**src/hdl/permutation_rank_unrank_defines.svh**
```systemverilog
// Assertion macros shared by the permutation rank/unrank design.
// Each expects clk and rst_n in the enclosing module.
`ifndef PERMUTATION_RANK_UNRANK_DEFINES_SVH
`define PERMUTATION_RANK_UNRANK_DEFINES_SVH

// Check cons in the same cycle as ante.
`define PRR_ASSERT_NOW(label, ante, cons, msg) \
    label: assert property (@(posedge clk) disable iff (!rst_n) (ante) |-> (cons)) \
        else $error(msg);

// Check cons in the cycle after ante.
`define PRR_ASSERT_NEXT(label, ante, cons, msg) \
    label: assert property (@(posedge clk) disable iff (!rst_n) (ante) |=> (cons)) \
        else $error(msg);

`endif

```
**src/hdl/prr_pkg.sv**
```systemverilog
package prr_pkg;

    localparam int PERM_SIZE_DEF = 8;
    localparam int MAX_SIZE      = 8;
    localparam int ELEM_W        = 3;
    localparam int RANK_W        = 16;
    localparam int FACT_W        = RANK_W + 1;
    localparam int DIGIT_W       = 3;
    localparam int TDATA_W       = 40;

    typedef logic [ELEM_W-1:0] elem_t;

    typedef struct packed {
        logic                       action;
        logic                       invalid;
        logic [RANK_W-1:0]          acc;
        logic [RANK_W-1:0]          rem;
        elem_t [MAX_SIZE-1:0]       cnt;
        logic [MAX_SIZE-1:0]        used;
        elem_t [MAX_SIZE-1:0]       elem;
    } item_t;

    function automatic logic [FACT_W-1:0] fact_of(input int k);
        logic [FACT_W-1:0] f;
        case (k)
            0:       f = FACT_W'(1);
            1:       f = FACT_W'(1);
            2:       f = FACT_W'(2);
            3:       f = FACT_W'(6);
            4:       f = FACT_W'(24);
            5:       f = FACT_W'(120);
            6:       f = FACT_W'(720);
            7:       f = FACT_W'(5040);
            8:       f = FACT_W'(40320);
            default: f = FACT_W'(1);
        endcase
        return f;
    endfunction

endpackage

```
**src/hdl/prr_front.sv**
```systemverilog
`include "permutation_rank_unrank_defines.svh"

module prr_front
    import prr_pkg::*;
#(
    parameter int PERM_SIZE = PERM_SIZE_DEF
)
(
    input  logic                 clk,
    input  logic                 rst_n,
    input  logic                 in_valid,
    output logic                 in_ready,
    input  logic                 action,
    input  logic [RANK_W-1:0]    rank_in,
    input  elem_t [MAX_SIZE-1:0] elem_in,
    output logic                 out_valid,
    input  logic                 out_ready,
    output item_t                out_data
);

    localparam logic [FACT_W-1:0] LIMIT = fact_of(PERM_SIZE);

    logic  valid_reg;
    item_t data_reg;
    item_t data_next;

    assign in_ready  = !valid_reg || out_ready;
    assign out_valid = valid_reg;
    assign out_data  = data_reg;

    // count later, smaller elements for every position
    always_comb
    begin
        data_next         = '0;
        data_next.action  = action;
        data_next.invalid = action && (FACT_W'(rank_in) >= LIMIT);
        data_next.rem     = rank_in;
        for (int i = 0; i < MAX_SIZE; i++)
        begin
            for (int j = 0; j < MAX_SIZE; j++)
            begin
                if (i < PERM_SIZE && j > i && j < PERM_SIZE && elem_in[j] < elem_in[i])
                begin
                    data_next.cnt[i] = data_next.cnt[i] + ELEM_W'(1);
                end
            end
        end
    end

    always_ff @(posedge clk or negedge rst_n)
    begin
        if (!rst_n)
        begin
            valid_reg <= 1'b0;
        end
        else if (in_ready)
        begin
            valid_reg <= in_valid;
        end
    end

    always_ff @(posedge clk)
    begin
        if (in_valid && in_ready)
        begin
            data_reg <= data_next;
        end
    end

    `PRR_ASSERT_NEXT(a_front_range,
        in_valid && in_ready && action && (FACT_W'(rank_in) >= LIMIT),
        valid_reg && data_reg.invalid,
        "out-of-range rank not flagged")

endmodule

```
**src/hdl/prr_stage.sv**
```systemverilog
`include "permutation_rank_unrank_defines.svh"

module prr_stage
    import prr_pkg::*;
#(
    parameter int PERM_SIZE = PERM_SIZE_DEF,
    parameter int POS       = 0
)
(
    input  logic  clk,
    input  logic  rst_n,
    input  logic  in_valid,
    output logic  in_ready,
    input  item_t in_data,
    output logic  out_valid,
    input  logic  out_ready,
    output item_t out_data
);

    localparam logic [FACT_W-1:0] F = fact_of(PERM_SIZE - 1 - POS);

    logic               valid_reg;
    item_t              data_reg;
    item_t              data_next;
    logic [DIGIT_W-1:0] digit;
    logic [FACT_W-1:0]  sub;
    logic [FACT_W-1:0]  prod;
    logic [RANK_W-1:0]  addend;
    logic [DIGIT_W:0]   seen;
    logic               found;
    elem_t              pick;

    assign in_ready  = !valid_reg || out_ready;
    assign out_valid = valid_reg;
    assign out_data  = data_reg;

    always_comb
    begin
        data_next = in_data;
        digit     = '0;
        sub       = '0;
        addend    = '0;
        prod      = '0;
        seen      = '0;
        found     = 1'b0;
        pick      = '0;

        // factorial-base digit by compare against multiples of F, and rank addend cnt[POS] * F
        for (int k = 1; k < MAX_SIZE; k++)
        begin
            prod = FACT_W'(k) * F;
            if (k < PERM_SIZE - POS && FACT_W'(in_data.rem) >= prod)
            begin
                digit = DIGIT_W'(k);
                sub   = prod;
            end
            if (in_data.cnt[POS] == ELEM_W'(k))
            begin
                addend = RANK_W'(prod);
            end
        end
        data_next.rem = in_data.rem - RANK_W'(sub);
        data_next.acc = in_data.acc + addend;

        // take the digit-th unused value
        for (int v = 0; v < MAX_SIZE; v++)
        begin
            if (v < PERM_SIZE && !in_data.used[v] && !found)
            begin
                if (seen == {1'b0, digit})
                begin
                    found = 1'b1;
                    pick  = ELEM_W'(v);
                end
                else
                begin
                    seen = seen + (DIGIT_W+1)'(1);
                end
            end
        end
        if (found)
        begin
            data_next.used[pick] = 1'b1;
        end
        data_next.elem[POS] = pick;
    end

    always_ff @(posedge clk or negedge rst_n)
    begin
        if (!rst_n)
        begin
            valid_reg <= 1'b0;
        end
        else if (in_ready)
        begin
            valid_reg <= in_valid;
        end
    end

    always_ff @(posedge clk)
    begin
        if (in_valid && in_ready)
        begin
            data_reg <= data_next;
        end
    end

    `PRR_ASSERT_NEXT(a_stage_hold,
        valid_reg && !out_ready,
        valid_reg && $stable(data_reg),
        "stalled stage lost or changed its request")
    `PRR_ASSERT_NOW(a_stage_used,
        valid_reg && data_reg.action && !data_reg.invalid,
        $countones(data_reg.used) == POS + 1,
        "unrank picked no free value")

endmodule

```
**src/hdl/permutation_rank_unrank.sv**
```systemverilog
// Structure: one register per stage; a front stage counts smaller later elements,
// then one stage per position adds a weighted count and picks an unused value.
// Throughput: one request per cycle while the output is not stalled.
// Stalls back up through the per-stage valid bits without loss or repeat.
// Reset: rst_n is asynchronous, active low, and clears only the stage valid bits.
`include "permutation_rank_unrank_defines.svh"

module permutation_rank_unrank
    import prr_pkg::*;
#(
    parameter int PERM_SIZE = PERM_SIZE_DEF
)
(
    input  logic               clk,
    input  logic               rst_n,
    input  logic               s_axis_tvalid,
    output logic               s_axis_tready,
    input  logic [TDATA_W-1:0] s_axis_tdata,   // rank_in, elem0_in .. elem7_in
    input  logic               s_axis_tuser,   // action
    output logic               m_axis_tvalid,
    input  logic               m_axis_tready,
    output logic [TDATA_W-1:0] m_axis_tdata,   // rank_out, elem0_out .. elem7_out
    output logic               m_axis_tuser    // rank_invalid
);

    localparam logic [FACT_W-1:0] LIMIT = fact_of(PERM_SIZE);

    logic  [PERM_SIZE:0]   pipe_valid;
    logic  [PERM_SIZE:0]   pipe_ready;
    item_t                 pipe_data [PERM_SIZE+1];
    elem_t [MAX_SIZE-1:0]  elem_in;
    elem_t [MAX_SIZE-1:0]  elem_o;
    logic  [RANK_W-1:0]    rank_o;
    logic  [MAX_SIZE-1:0]  seen;
    item_t                 last;

    assign elem_in = s_axis_tdata[TDATA_W-1:RANK_W];

    prr_front #(
        .PERM_SIZE (PERM_SIZE)
    ) u_front (
        .clk       (clk),
        .rst_n     (rst_n),
        .in_valid  (s_axis_tvalid),
        .in_ready  (s_axis_tready),
        .action    (s_axis_tuser),
        .rank_in   (s_axis_tdata[RANK_W-1:0]),
        .elem_in   (elem_in),
        .out_valid (pipe_valid[0]),
        .out_ready (pipe_ready[0]),
        .out_data  (pipe_data[0])
    );

    for (genvar g = 0; g < PERM_SIZE; g++)
    begin : g_stage
        prr_stage #(
            .PERM_SIZE (PERM_SIZE),
            .POS       (g)
        ) u_stage (
            .clk       (clk),
            .rst_n     (rst_n),
            .in_valid  (pipe_valid[g]),
            .in_ready  (pipe_ready[g]),
            .in_data   (pipe_data[g]),
            .out_valid (pipe_valid[g+1]),
            .out_ready (pipe_ready[g+1]),
            .out_data  (pipe_data[g+1])
        );
    end

    assign pipe_ready[PERM_SIZE] = m_axis_tready;
    assign last                  = pipe_data[PERM_SIZE];

    assign rank_o        = last.action ? '0 : last.acc;
    assign elem_o        = (last.action && !last.invalid) ? last.elem : '0;
    assign m_axis_tvalid = pipe_valid[PERM_SIZE];
    assign m_axis_tdata  = {elem_o, rank_o};
    assign m_axis_tuser  = last.action && last.invalid;

    always_comb
    begin
        seen = '0;
        for (int p = 0; p < MAX_SIZE; p++)
        begin
            if (p < PERM_SIZE)
            begin
                seen[elem_o[p]] = 1'b1;
            end
        end
    end

    `PRR_ASSERT_NOW(a_rank_bound,
        m_axis_tvalid && !last.action,
        FACT_W'(rank_o) < LIMIT,
        "rank result beyond factorial")
    `PRR_ASSERT_NOW(a_unrank_perm,
        m_axis_tvalid && last.action && !last.invalid,
        $countones(seen) == PERM_SIZE,
        "unrank result is not a permutation")

endmodule
```
**config.mk**
```make
export PLATFORM = sky130hd
export DESIGN_NAME = permutation_rank_unrank
export DESIGN_NICKNAME = d
export VERILOG_FILES = /design/src/hdl/prr_pkg.sv /design/src/hdl/prr_front.sv /design/src/hdl/prr_stage.sv /design/src/hdl/permutation_rank_unrank.sv
export VERILOG_INCLUDE_DIRS = /design/src /design/src/hdl
export SDC_FILE = /design/constraint.sdc
export NUM_CORES = 1
export LEC_CHECK = 0
export BUFFER_PORTS_ARGS = -buffer_cell sky130_fd_sc_hd__buf_2
export CAP_MARGIN = 20
export CELL_PAD_IN_SITES_DETAIL_PLACEMENT = 1
export CELL_PAD_IN_SITES_GLOBAL_PLACEMENT = 1
export CORE_ASPECT_RATIO = 1.1
export CORE_UTILIZATION = 50
export CTS_CLUSTER_SIZE = 10
export DETAILED_ROUTE_END_ITERATION = 10
export HOLD_SLACK_MARGIN = 0.1
export PLACE_DENSITY = 0.84
export SLEW_MARGIN = 10
export SYNTH_ARGS = -nofsm -noshare
export SYNTH_HDL_FRONTEND = slang
export SYNTH_SLANG_ARGS = --single-unit
```
**constraint.sdc**
```tcl
create_clock -name clk -period 14 [get_ports clk]
set_input_delay 1.4 -clock clk [delete_from_list [all_inputs] [get_ports clk]]
set_output_delay 1.4 -clock clk [all_outputs]
set_load 0.05 [all_outputs]
```
==> results.toml, run 1 <==
[floorplanning]
die_area_sq_um = 59100
coreArea_sq_um = 57300
io_pins = 88
fp-row-count = 92
die_h_um = 255
die_x_um = 232
initial_core_util_pct = 50.7

[grt]
grt_pass1_vias = 23000
grt.total_usage_pct = 25.4
antenna_found_initial = 0
overflow = 0
grt_max_degree = 61
grt_pass1_wl_um = 121000

[timing]
finalCriticalPeriod_ns = 8.68
slew_violations = 0
rsz0062_at_grt = "false"
slew_headroom_pct = 39.6
setup_viol = 0
finalSetupTns_ns = 0
max_freq_mhz = 115
finalCritPeriodShare_pct = 62.0
final-hold-violation-count = 0
skew_ns = 0.0425
worst_slew_pin_slew_ns = 0.897
hold_slack_ns = 0.381

[synth]
yosys_warnings = 0
synthTopCellsByArea = "edfxtp_1 49%, ha_1 7.5%, xnor2_1 4.4%"
synth_top_area_cell = "edfxtp_1"
async_flop_share_pct = 1.88
yosysSeqAreaShare_pct = 49.3
synth.top_cell.area_share_pct = 48.6
syn_area_per_cell_sq_um = 10.9
synth_cells = 2663
ys_ff_latch = 479
ys_types = 101
syn-cell-area_sq_um = 29100
ys.flop_type = "edfxtp_1"
synth_edf_count = 470
syn-num-nets = 2893

[final_layout]
syn2layout_area_growth_pct = 10.1
final_common_cell = "edfxtp_1"
n_fill_cell = 6149
finalCoreUtilization_pct = 55.8
layout-drive-gt1-share_pct = 10.0
num_antenna_cells = 0
finalNetCount = 2991
final_cell_mix = "470 x edfxtp_1, 201 x nand2_1, 174 x ha_1"

[clock_tree]
cts_setup_buffers = 0
postCtsHoldBufs = 0
cts_tree = "yes"
clockBufferDepth = 3
h-tree-depth = 2
clkLatencyLatePin_ns = 0.64
clk_pin_slew_ns = 0.06
cts_resized = 0
cts.sinks = 479
root_buffer = "clkbuf_16"
cts_made_buffers = 56

[detailed_routing]
vias_per_cell = 6.05
dr.pass1.iters = 5
drc = 0
avgRoutedWirePerCell_um = 21.4
dr_total_vias = 21435
wirelength_um = 75800
ant_nets = 0
first_iter_violations = 1372

[setup_path]
cp.required_ns = 14.46
crit_fanout = 10
critPathLaunchType = "register"
r2r_cells = 27
r2r_start = "g_stage[1].u_stage.out_data[64]"
reg2reg_to = "g_stage[2].u_stage.out_data[6]"
critPathBufInv = 0
cp-startpoint = "g_stage[1].u_stage.out_data[64]"
cpPeakStageDelay_ns = 0.78
cp-end-kind = "register"
worstSetupPathType = "reg -> reg"
cp_slowest_cell = "a211oi_2"
ff2ff_setup_slack_ns = 5.32
cp_data_arrival_time_ns = 9.14
cp_top_family = "compound AO/OA/AOI/OAI gates"

[worst_hold_path]
min_from = "g_stage[1].u_stage.out_data[46]"
holdPathStages = 0
hold_end = "g_stage[2].u_stage.out_data[46]"
worstHoldPathType = "reg -> reg"

[power]
vdd_ir_drop_max_mv = 0.119
p_per_area_nw_per_um2 = 226
leakage_uw = 0.0126

[placed_design]
io_buffers = 87
gp_congestion = 0.877
place.detailed.hpwl_um = 54900

[status]
status = "finished, final reports clean"

[flow_run]
cap_violations = 0
==> synthesized netlist by cell type, types with 61 or more instances <==
cell type and instances:
o21ai_0 98, nand2_1 201, a21o_1 83, inv_1 164, xor2_1 88, a21oi_1 131, and2_1 61, nor3_1 74
nor2_1 157, ha_1 174, edfxtp_1 470, nand2b_1 73, nand3_1 76, xnor2_1 145
==> report_power, final <==
group / internal (uW) / total (uW) / switching [uW]
Clock: 773 / 1350 / 573
Combinational: 1260 / 3140 / 1870
Sequential: 2320 / 2740 / 413
Total: 4360 / 7220 / 2860
==> how the worst max path moves through the flow <==
stage	endpoint	slack, ns	depth (start not counted)
after floorplan	g_stage[2].u_stage.out_data[6]	7.08	26
after global placement	g_stage[3].u_stage.out_data[11]	5.94	30
after detailed placement	g_stage[4].u_stage.out_data[12]	5.61	27
after CTS	g_stage[2].u_stage.out_data[6]	5.33	27
after global routing	g_stage[2].u_stage.out_data[6]	4.74	27
final	g_stage[2].u_stage.out_data[6]	5.32	27
==> logic make-up after synthesis <==
kind of cell / synth area share, %
other: 0.0129
adders and majority gates: 8.32
xor gates and xnor gates: 7.16
buffers and inverters: 2.95
DFF: 49.3
and+or+nand+nor: 15.5
AOI/OAI and AO/OA: 14.5
muxes: 2.23
==> routing by layer <==
layer,share of wire [%],GRT usage [%],up-vias
li1,-,-,10061
met3,3.3,3.04,141
met5,0,0,-
met4,2.7,8.29,0
met2,54,49.2,469
met1,40,28.7,10764
==> final cells by class <==
cell class / count / area (sq um) / area share (%)
flip-flops and latches: 479 / 14300 / 44.8
multi-input cells: 1960 / 13900 / 43.5
clock buffers: 75 / 1480 / 4.63
well taps: 752 / 941 / 2.94
inverters: 165 / 619 / 1.94
repair buffers: 99 / 526 / 1.64
clock inverters: 11 / 174 / 0.543
==> sequential cells by signal, summed over array words and instances, names as in the netlist <==
| signal | flops |
|---|---|
| g_stage.u_stage.out_data | 434 |
| u_front.out_data | 36 |
| g_stage.u_stage.out_valid | 8 |
| u_front.out_valid | 1 |
==> metrics by stage <==
step | worst slack [ns] | power, uW | cells | instance area [sq um]
6_report | 5.32 | 7220 | 3541 | 32000
5_1_grt | 4.74 | 7640 | 3541 | 32000
3_3_place_gp | 5.94 | 5510 | 3454 | 30300
4_1_cts | 5.33 | 7230 | 3540 | 32000
2_1_floorplan | 7.08 | 4960 | 2663 | 29100
3_5_place_dp | 5.61 | 5810 | 3454 | 30300
(Power assumes the default switching activity.)
==> run 2, diff against run 1 <==
Settings changed: ABC_AREA from default to 1, PLACE_DENSITY 0.84 to 0.86.
Clock period 14 ns to 8.28 ns, I/O delays scaled along.
==> results.toml, run 2 <==
[setup_path]
cp-end-kind = "register"
cp_slowest_cell = "edfxtp_1"
crit_top_cell = "nand2_1"
cpPeakStageDelay_ns = 0.44
critPathBufInv = 8
cp.required_ns = 8.74
cp_top_family = "simple AND/OR/NAND/NOR gates"
cp_data_arrival_time_ns = 6.18
crit_fanout = 5
worstSetupPathType = "reg -> reg"
critPathLaunchType = "register"

[synth]
syn_area_per_cell_sq_um = 9.46
ys_types = 62
yosys_warnings = 0
synth-simple-area-share_pct = 22.3
yosys.area_share.xor_xnor_pct = 5.30
synth_mux_area_share_pct = 0.397
yosysMostFrequentCell = "nand2_1"
synth_cells = 2997
syn-num-nets = 3227
synth_fa_ha_area_share_pct = 8.45
synth_top_area_cell = "edfxtp_1"
synth-compound-area-share_pct = 5.68
synthTopCellsByArea = "edfxtp_1 50%, nand2_1 7.7%, ha_1 7.7%"
synth_top_family_by_area = "simple AND/OR/NAND/NOR gates"
synth_common_cells = "584 x nand2_1, 487 x inv_1, 470 x edfxtp_1"
synth_edf_count = 470
ys_ff_latch = 479
synth.top_cell.area_share_pct = 49.8
syn-cell-area_sq_um = 28400
yosysSeqAreaShare_pct = 50.6
async_flop_share_pct = 1.88
ys.flop_type = "edfxtp_1"

[detailed_routing]
vias_per_cell = 5.42
first_iter_violations = 1004
drc = 0
wirelength_um = 71800
dr_total_vias = 21168
avgRoutedWirePerCell_um = 18.4
dr.pass1.iters = 5
ant_nets = 0

[timing]
max_freq_mhz = 175
setup_viol = 0
hold_slack_ns = 0.372
finalCritPeriodShare_pct = 69.1
rsz0062_at_grt = "false"
slew_violations = 0
final-hold-violation-count = 0
finalCriticalPeriod_ns = 5.72
slew_headroom_pct = 31.4
worst_slew_pin_slew_ns = 1.03
finalSetupTns_ns = 0
skew_ns = 0.0644

[clock_tree]
root_buffer = "clkbuf_16"
cts_resized = 0
clkLatencyLatePin_ns = 0.65
cts_tree = "yes"
h-tree-depth = 2
clockBufferDepth = 3
cts_made_buffers = 55
cts.sinks = 479
clk_pin_slew_ns = 0.05

[grt]
grt_pass1_wl_um = 118000
grt_max_degree = 61
overflow = 0
grt.total_usage_pct = 25.2
antenna_found_initial = 0
grt_pass1_vias = 23505

[power]
leakage_uw = 0.0144
p_per_area_nw_per_um2 = 396
swShare_pct = 43.1
p_int_uw = 7070
vdd_ir_drop_max_mv = 0.209
clkPwrFrac_pct = 17.7
switchingPower_uw = 5350
combPwrFrac_pct = 45.9
seq_power_share_pct = 36.3

[floorplanning]
die_h_um = 252
io_pins = 88
die_x_um = 229
coreArea_sq_um = 56000
fp-row-count = 91
die_area_sq_um = 57700
initial_core_util_pct = 50.6

[final_layout]
num_antenna_cells = 0
final_common_cell = "nand2_1"
n_fill_cell = 6359
layout-drive-gt1-share_pct = 13.0
syn2layout_area_growth_pct = 10.6
largest_reg_flops = 434
final_cell_mix = "584 x nand2_1, 483 x inv_1, 470 x edfxtp_1"
stdcell_count = 3908
finalNetCount = 3367
fin_area_sq_um = 31400

[placed_design]
dp_cells = 3823
placed_area_sq_um = 29800
place.detailed.hpwl_um = 54100
gp_congestion = 0.863
io_buffers = 87

[flow_run]
cap_violations = 0

[worst_hold_path]
worstHoldPathType = "in -> reg"

[status]
status = "finished, final reports clean"
[run 2: cell type report]
cell class,instances,area (sq um),share of cell area [%]
Clock buffer,73,1440,4.60
Clock inverter,11,149,0.475
Inverter,537,2020,6.45
Multi-Input combinational cell,1969,12000,38.2
Sequential cell,479,14300,45.7
Tap cell,744,931,2.97
Timing Repair Buffer,95,498,1.59
[run 2: cells by family after synthesis]
logic type / Yosys count
simple gates: 1337
buf+inv: 549
flops: 479
compound gates: 272
fa+ha+maj: 185
xor+xnor: 164
mux: 10
other cells: 1
[run 2: stage by stage]
stage / util, % / setup WS, ns / power [uW]
5_1_grt: 56.0 / 1.91 / 13300
3_5_place_dp: 53.1 / 2.64 / 10100
3_3_place_gp: 53.1 / 2.93 / 9430
4_1_cts: 56.0 / 2.56 / 12500
2_1_floorplan: - / 3.34 / 8540
6_report: 56.0 / 2.56 / 12400
[run 2: worst paths after layout]
| path | from | to | slack (ns) | depth (start not counted) |
|---|---|---|---|---|
| setup / recovery | g_stage[0].u_stage.out_data[64] | g_stage[1].u_stage.out_data[5] | 2.56 | 38 |
| hold / removal | s_axis_tdata[6] | u_front.out_data[62] | 0.37 | 1 |
| setup reg to reg | g_stage[0].u_stage.out_data[64] | g_stage[1].u_stage.out_data[5] | 2.56 | 38 |
| hold reg to reg | g_stage[1].u_stage.out_data[43] | g_stage[2].u_stage.out_data[43] | 0.39 | 0 |
| max in group asynchronous | rst_n | g_stage[0].u_stage.out_valid | 7.48 | 2 |
| min in group asynchronous | rst_n | g_stage[4].u_stage.out_valid | 0.58 | 2 |
[run 2: what timing repair did]
item	in CTS	in global routing
hold buffers	1	0
buffers inserted	0	0
endpoints found under the hold margin	9	0
[run 2: power groups by stage]
stage	combinational (uW)	sequential (uW)	clock (uW)
after floorplan	4220	4310	0
after global placement	5000	4430	0
after detailed placement	5560	4540	0
after CTS	5710	4510	2240
after global routing	6370	4590	2310
final	5710	4510	2200
[run 2: worst reg2reg max path: cells and delay by family (launching register included)]
kind | cells | cell delay (ns)
AND/OR/NAND/NOR | 22 | 2.35
adder cells (fa/ha/maj) | 5 | 1.54
buffers and inverters | 8 | 0.54
XOR/XNOR | 2 | 0.45
flip-flops | 1 | 0.44
AO/OA/AOI/OAI | 1 | 0.22
[run 2: per-layer routing]
layer / part of all wire [%] / track usage [%] / vias to the layer above
met5: 0 / 0 / -
met4: 3.6 / 10.1 / 0
met3: 2.8 / 3.09 / 196
met2: 55 / 50.0 / 415
met1: 38 / 26.7 / 10379
li1: - / - / 10178
==> run 3, diff against run 2 <==
Clock period 8.28 ns to 5.6 ns, I/O delays scaled along.
==> results.toml, run 3 (same netlist as run 2, synthesis figures left out) <==
[setup_path]
worstSetupPathType = "reg -> reg"
r2r_cells = 43
cpPeakStageDelay_ns = 0.44
crit_top_cell = "nand2_1"
cp-startpoint = "g_stage[3].u_stage.out_data[65]"
reg2reg_to = "g_stage[4].u_stage.out_data[12]"
r2r_start = "g_stage[3].u_stage.out_data[65]"
cp-end-kind = "register"
cp_slowest_cell = "edfxtp_1"
cp.required_ns = 5.97
cp_data_arrival_time_ns = 5.97
critPathBufInv = 8
crit_fanout = 9
ff2ff_setup_slack_ns = -0.003
critPathLaunchType = "register"
cp_top_family = "simple AND/OR/NAND/NOR gates"

[floorplanning]
initial_core_util_pct = 50.6
coreArea_sq_um = 56000
die_area_sq_um = 57700
fp-row-count = 91
die_x_um = 229
io_pins = 88
die_h_um = 252

[detailed_routing]
first_iter_violations = 1042
avgRoutedWirePerCell_um = 18.8
dr.pass1.iters = 5
vias_per_cell = 5.44
wirelength_um = 75300
ant_nets = 0
drc = 0
dr_total_vias = 21757

[final_layout]
largest_reg_flops = 434
syn2layout_area_growth_pct = 14.8
finalNetCount = 3446
layout-drive-gt1-share_pct = 16.7
final_cell_mix = "562 x nand2_1, 475 x inv_1, 470 x edfxtp_1"
final_common_cell = "nand2_1"
fin_area_sq_um = 32600

[grt]
grt_pass1_vias = 23469
grt.total_usage_pct = 25.1
antenna_found_initial = 1
grt_pass1_wl_um = 117000
overflow = 0
grt_max_degree = 61

[worst_hold_path]
worstHoldPathType = "in -> reg"
min_from = "s_axis_tdata[14]"
holdPathStages = 1
hold_end = "u_front.out_data[70]"

[clock_tree]
clk_pin_slew_ns = 0.06
cts_made_buffers = 56
clockBufferDepth = 3
cts.sinks = 479
root_buffer = "clkbuf_16"
h-tree-depth = 2
cts_tree = "yes"
clkLatencyLatePin_ns = 0.65

[status]
status = "finished, violations left"
violations = "setup timing"

[timing]
finalCritPeriodShare_pct = 100
setup_viol = 1
final-hold-violation-count = 0
slew_violations = 0
timing.final.ws_setup_ns = -0.00285
skew_ns = 0.0763
max_freq_mhz = 178
finalCriticalPeriod_ns = 5.60
slew_headroom_pct = 32.1
worst_slew_pin_slew_ns = 1.02
finalSetupTns_ns = -0.00285

[placed_design]
placed_area_sq_um = 29800
io_buffers = 87
gp_congestion = 0.856
place.detailed.hpwl_um = 53100

[flow_run]
cap_violations = 0

[power]
leakage_uw = 0.0148
vdd_ir_drop_max_mv = 0.291
p_per_area_nw_per_um2 = 594
-- run 3: worst max-delay path by stage --
| stage | slack [ns] | depth (start not counted) | end |
|---|---|---|---|
| finish | -0.003 | 43 | g_stage[4].u_stage.out_data[12] |
| CTS | 0.0008 | 38 | g_stage[2].u_stage.out_data[8] |
| global route | -0.32 | 44 | g_stage[4].u_stage.out_data[12] |
| global placement | 0.27 | 38 | g_stage[1].u_stage.out_data[31] |
| floorplan | 0.66 | 31 | g_stage[3].u_stage.out_data[10] |
| detailed placement | -0.1 | 39 | g_stage[1].u_stage.out_data[3] |
-- run 3: layer usage --
layer / vias to the layer above / global-route usage [%] / part of all wire (%)
met2: 486 / 49.7 / 56
met1: 10721 / 26.7 / 37
li1: 10349 / - / -
met3: 201 / 3.14 / 3.1
met4: 0 / 9.49 / 3.6
met5: - / 0 / 0
-- run 3: repair_timing --
| action | 4_1_cts | 5_1_grt |
|---|---|---|
| pin swaps | 3 | 37 |
| setup buffers | 6 | 57 |
| endpoints found under the hold margin | 22 | 0 |
| gates resized for setup | 10 | 101 |
| setup endpoints to repair | 5 | 21 |
| gates cloned | 0 | 0 |
| hold buffers | 14 | 0 |
-- run 3: through the flow --
| stage | setup WS (ns) | total power, uW | util, % | instances | hold slack [ns] |
|---|---|---|---|---|---|
| after global routing | -0.318 | 20600 | 58.1 | 4001 | 0.119 |
| after global placement | 0.266 | 14000 | 53.2 | 3825 | 0.401 |
| final | -0.00285 | 19400 | 58.1 | 4002 | 0.136 |
| after floorplan | 0.660 | 12600 | - | 2997 | 0.264 |
| after CTS | 0.000794 | 18500 | 56.6 | 3944 | 0.102 |
| after detailed placement | -0.0967 | 14900 | 53.2 | 3825 | 0.406 |
-- run 3: worst register-to-register path: cells and delay by family (launching register included) --
| family | cells | cell delay, ns |
|---|---|---|
| xor gates and xnor gates | 1 | 0.13 |
| DFF | 1 | 0.44 |
| and+or+nand+nor | 27 | 2.87 |
| AOI/OAI and AO/OA | 4 | 0.40 |
| adders and majority gates | 3 | 0.82 |
| buffers and inverters | 8 | 0.72 |
-- run 3: power by group --
group,internal [uW],switching [uW]
logic,3160,6130
clock network,1930,1440
registers,5850,842
total,10900,8400
-- run 3: layout make-up --
class | instances | area (sq um)
sequential | 479 | 14300
inverter | 537 | 2040
tap | 744 | 931
multi-input combinational | 1969 | 12400
fill | 6306 | 23500
timing repair buffer | 173 | 1120
clock inverter | 12 | 140
antenna | 1 | 2.50
clock buffer | 87 | 1540
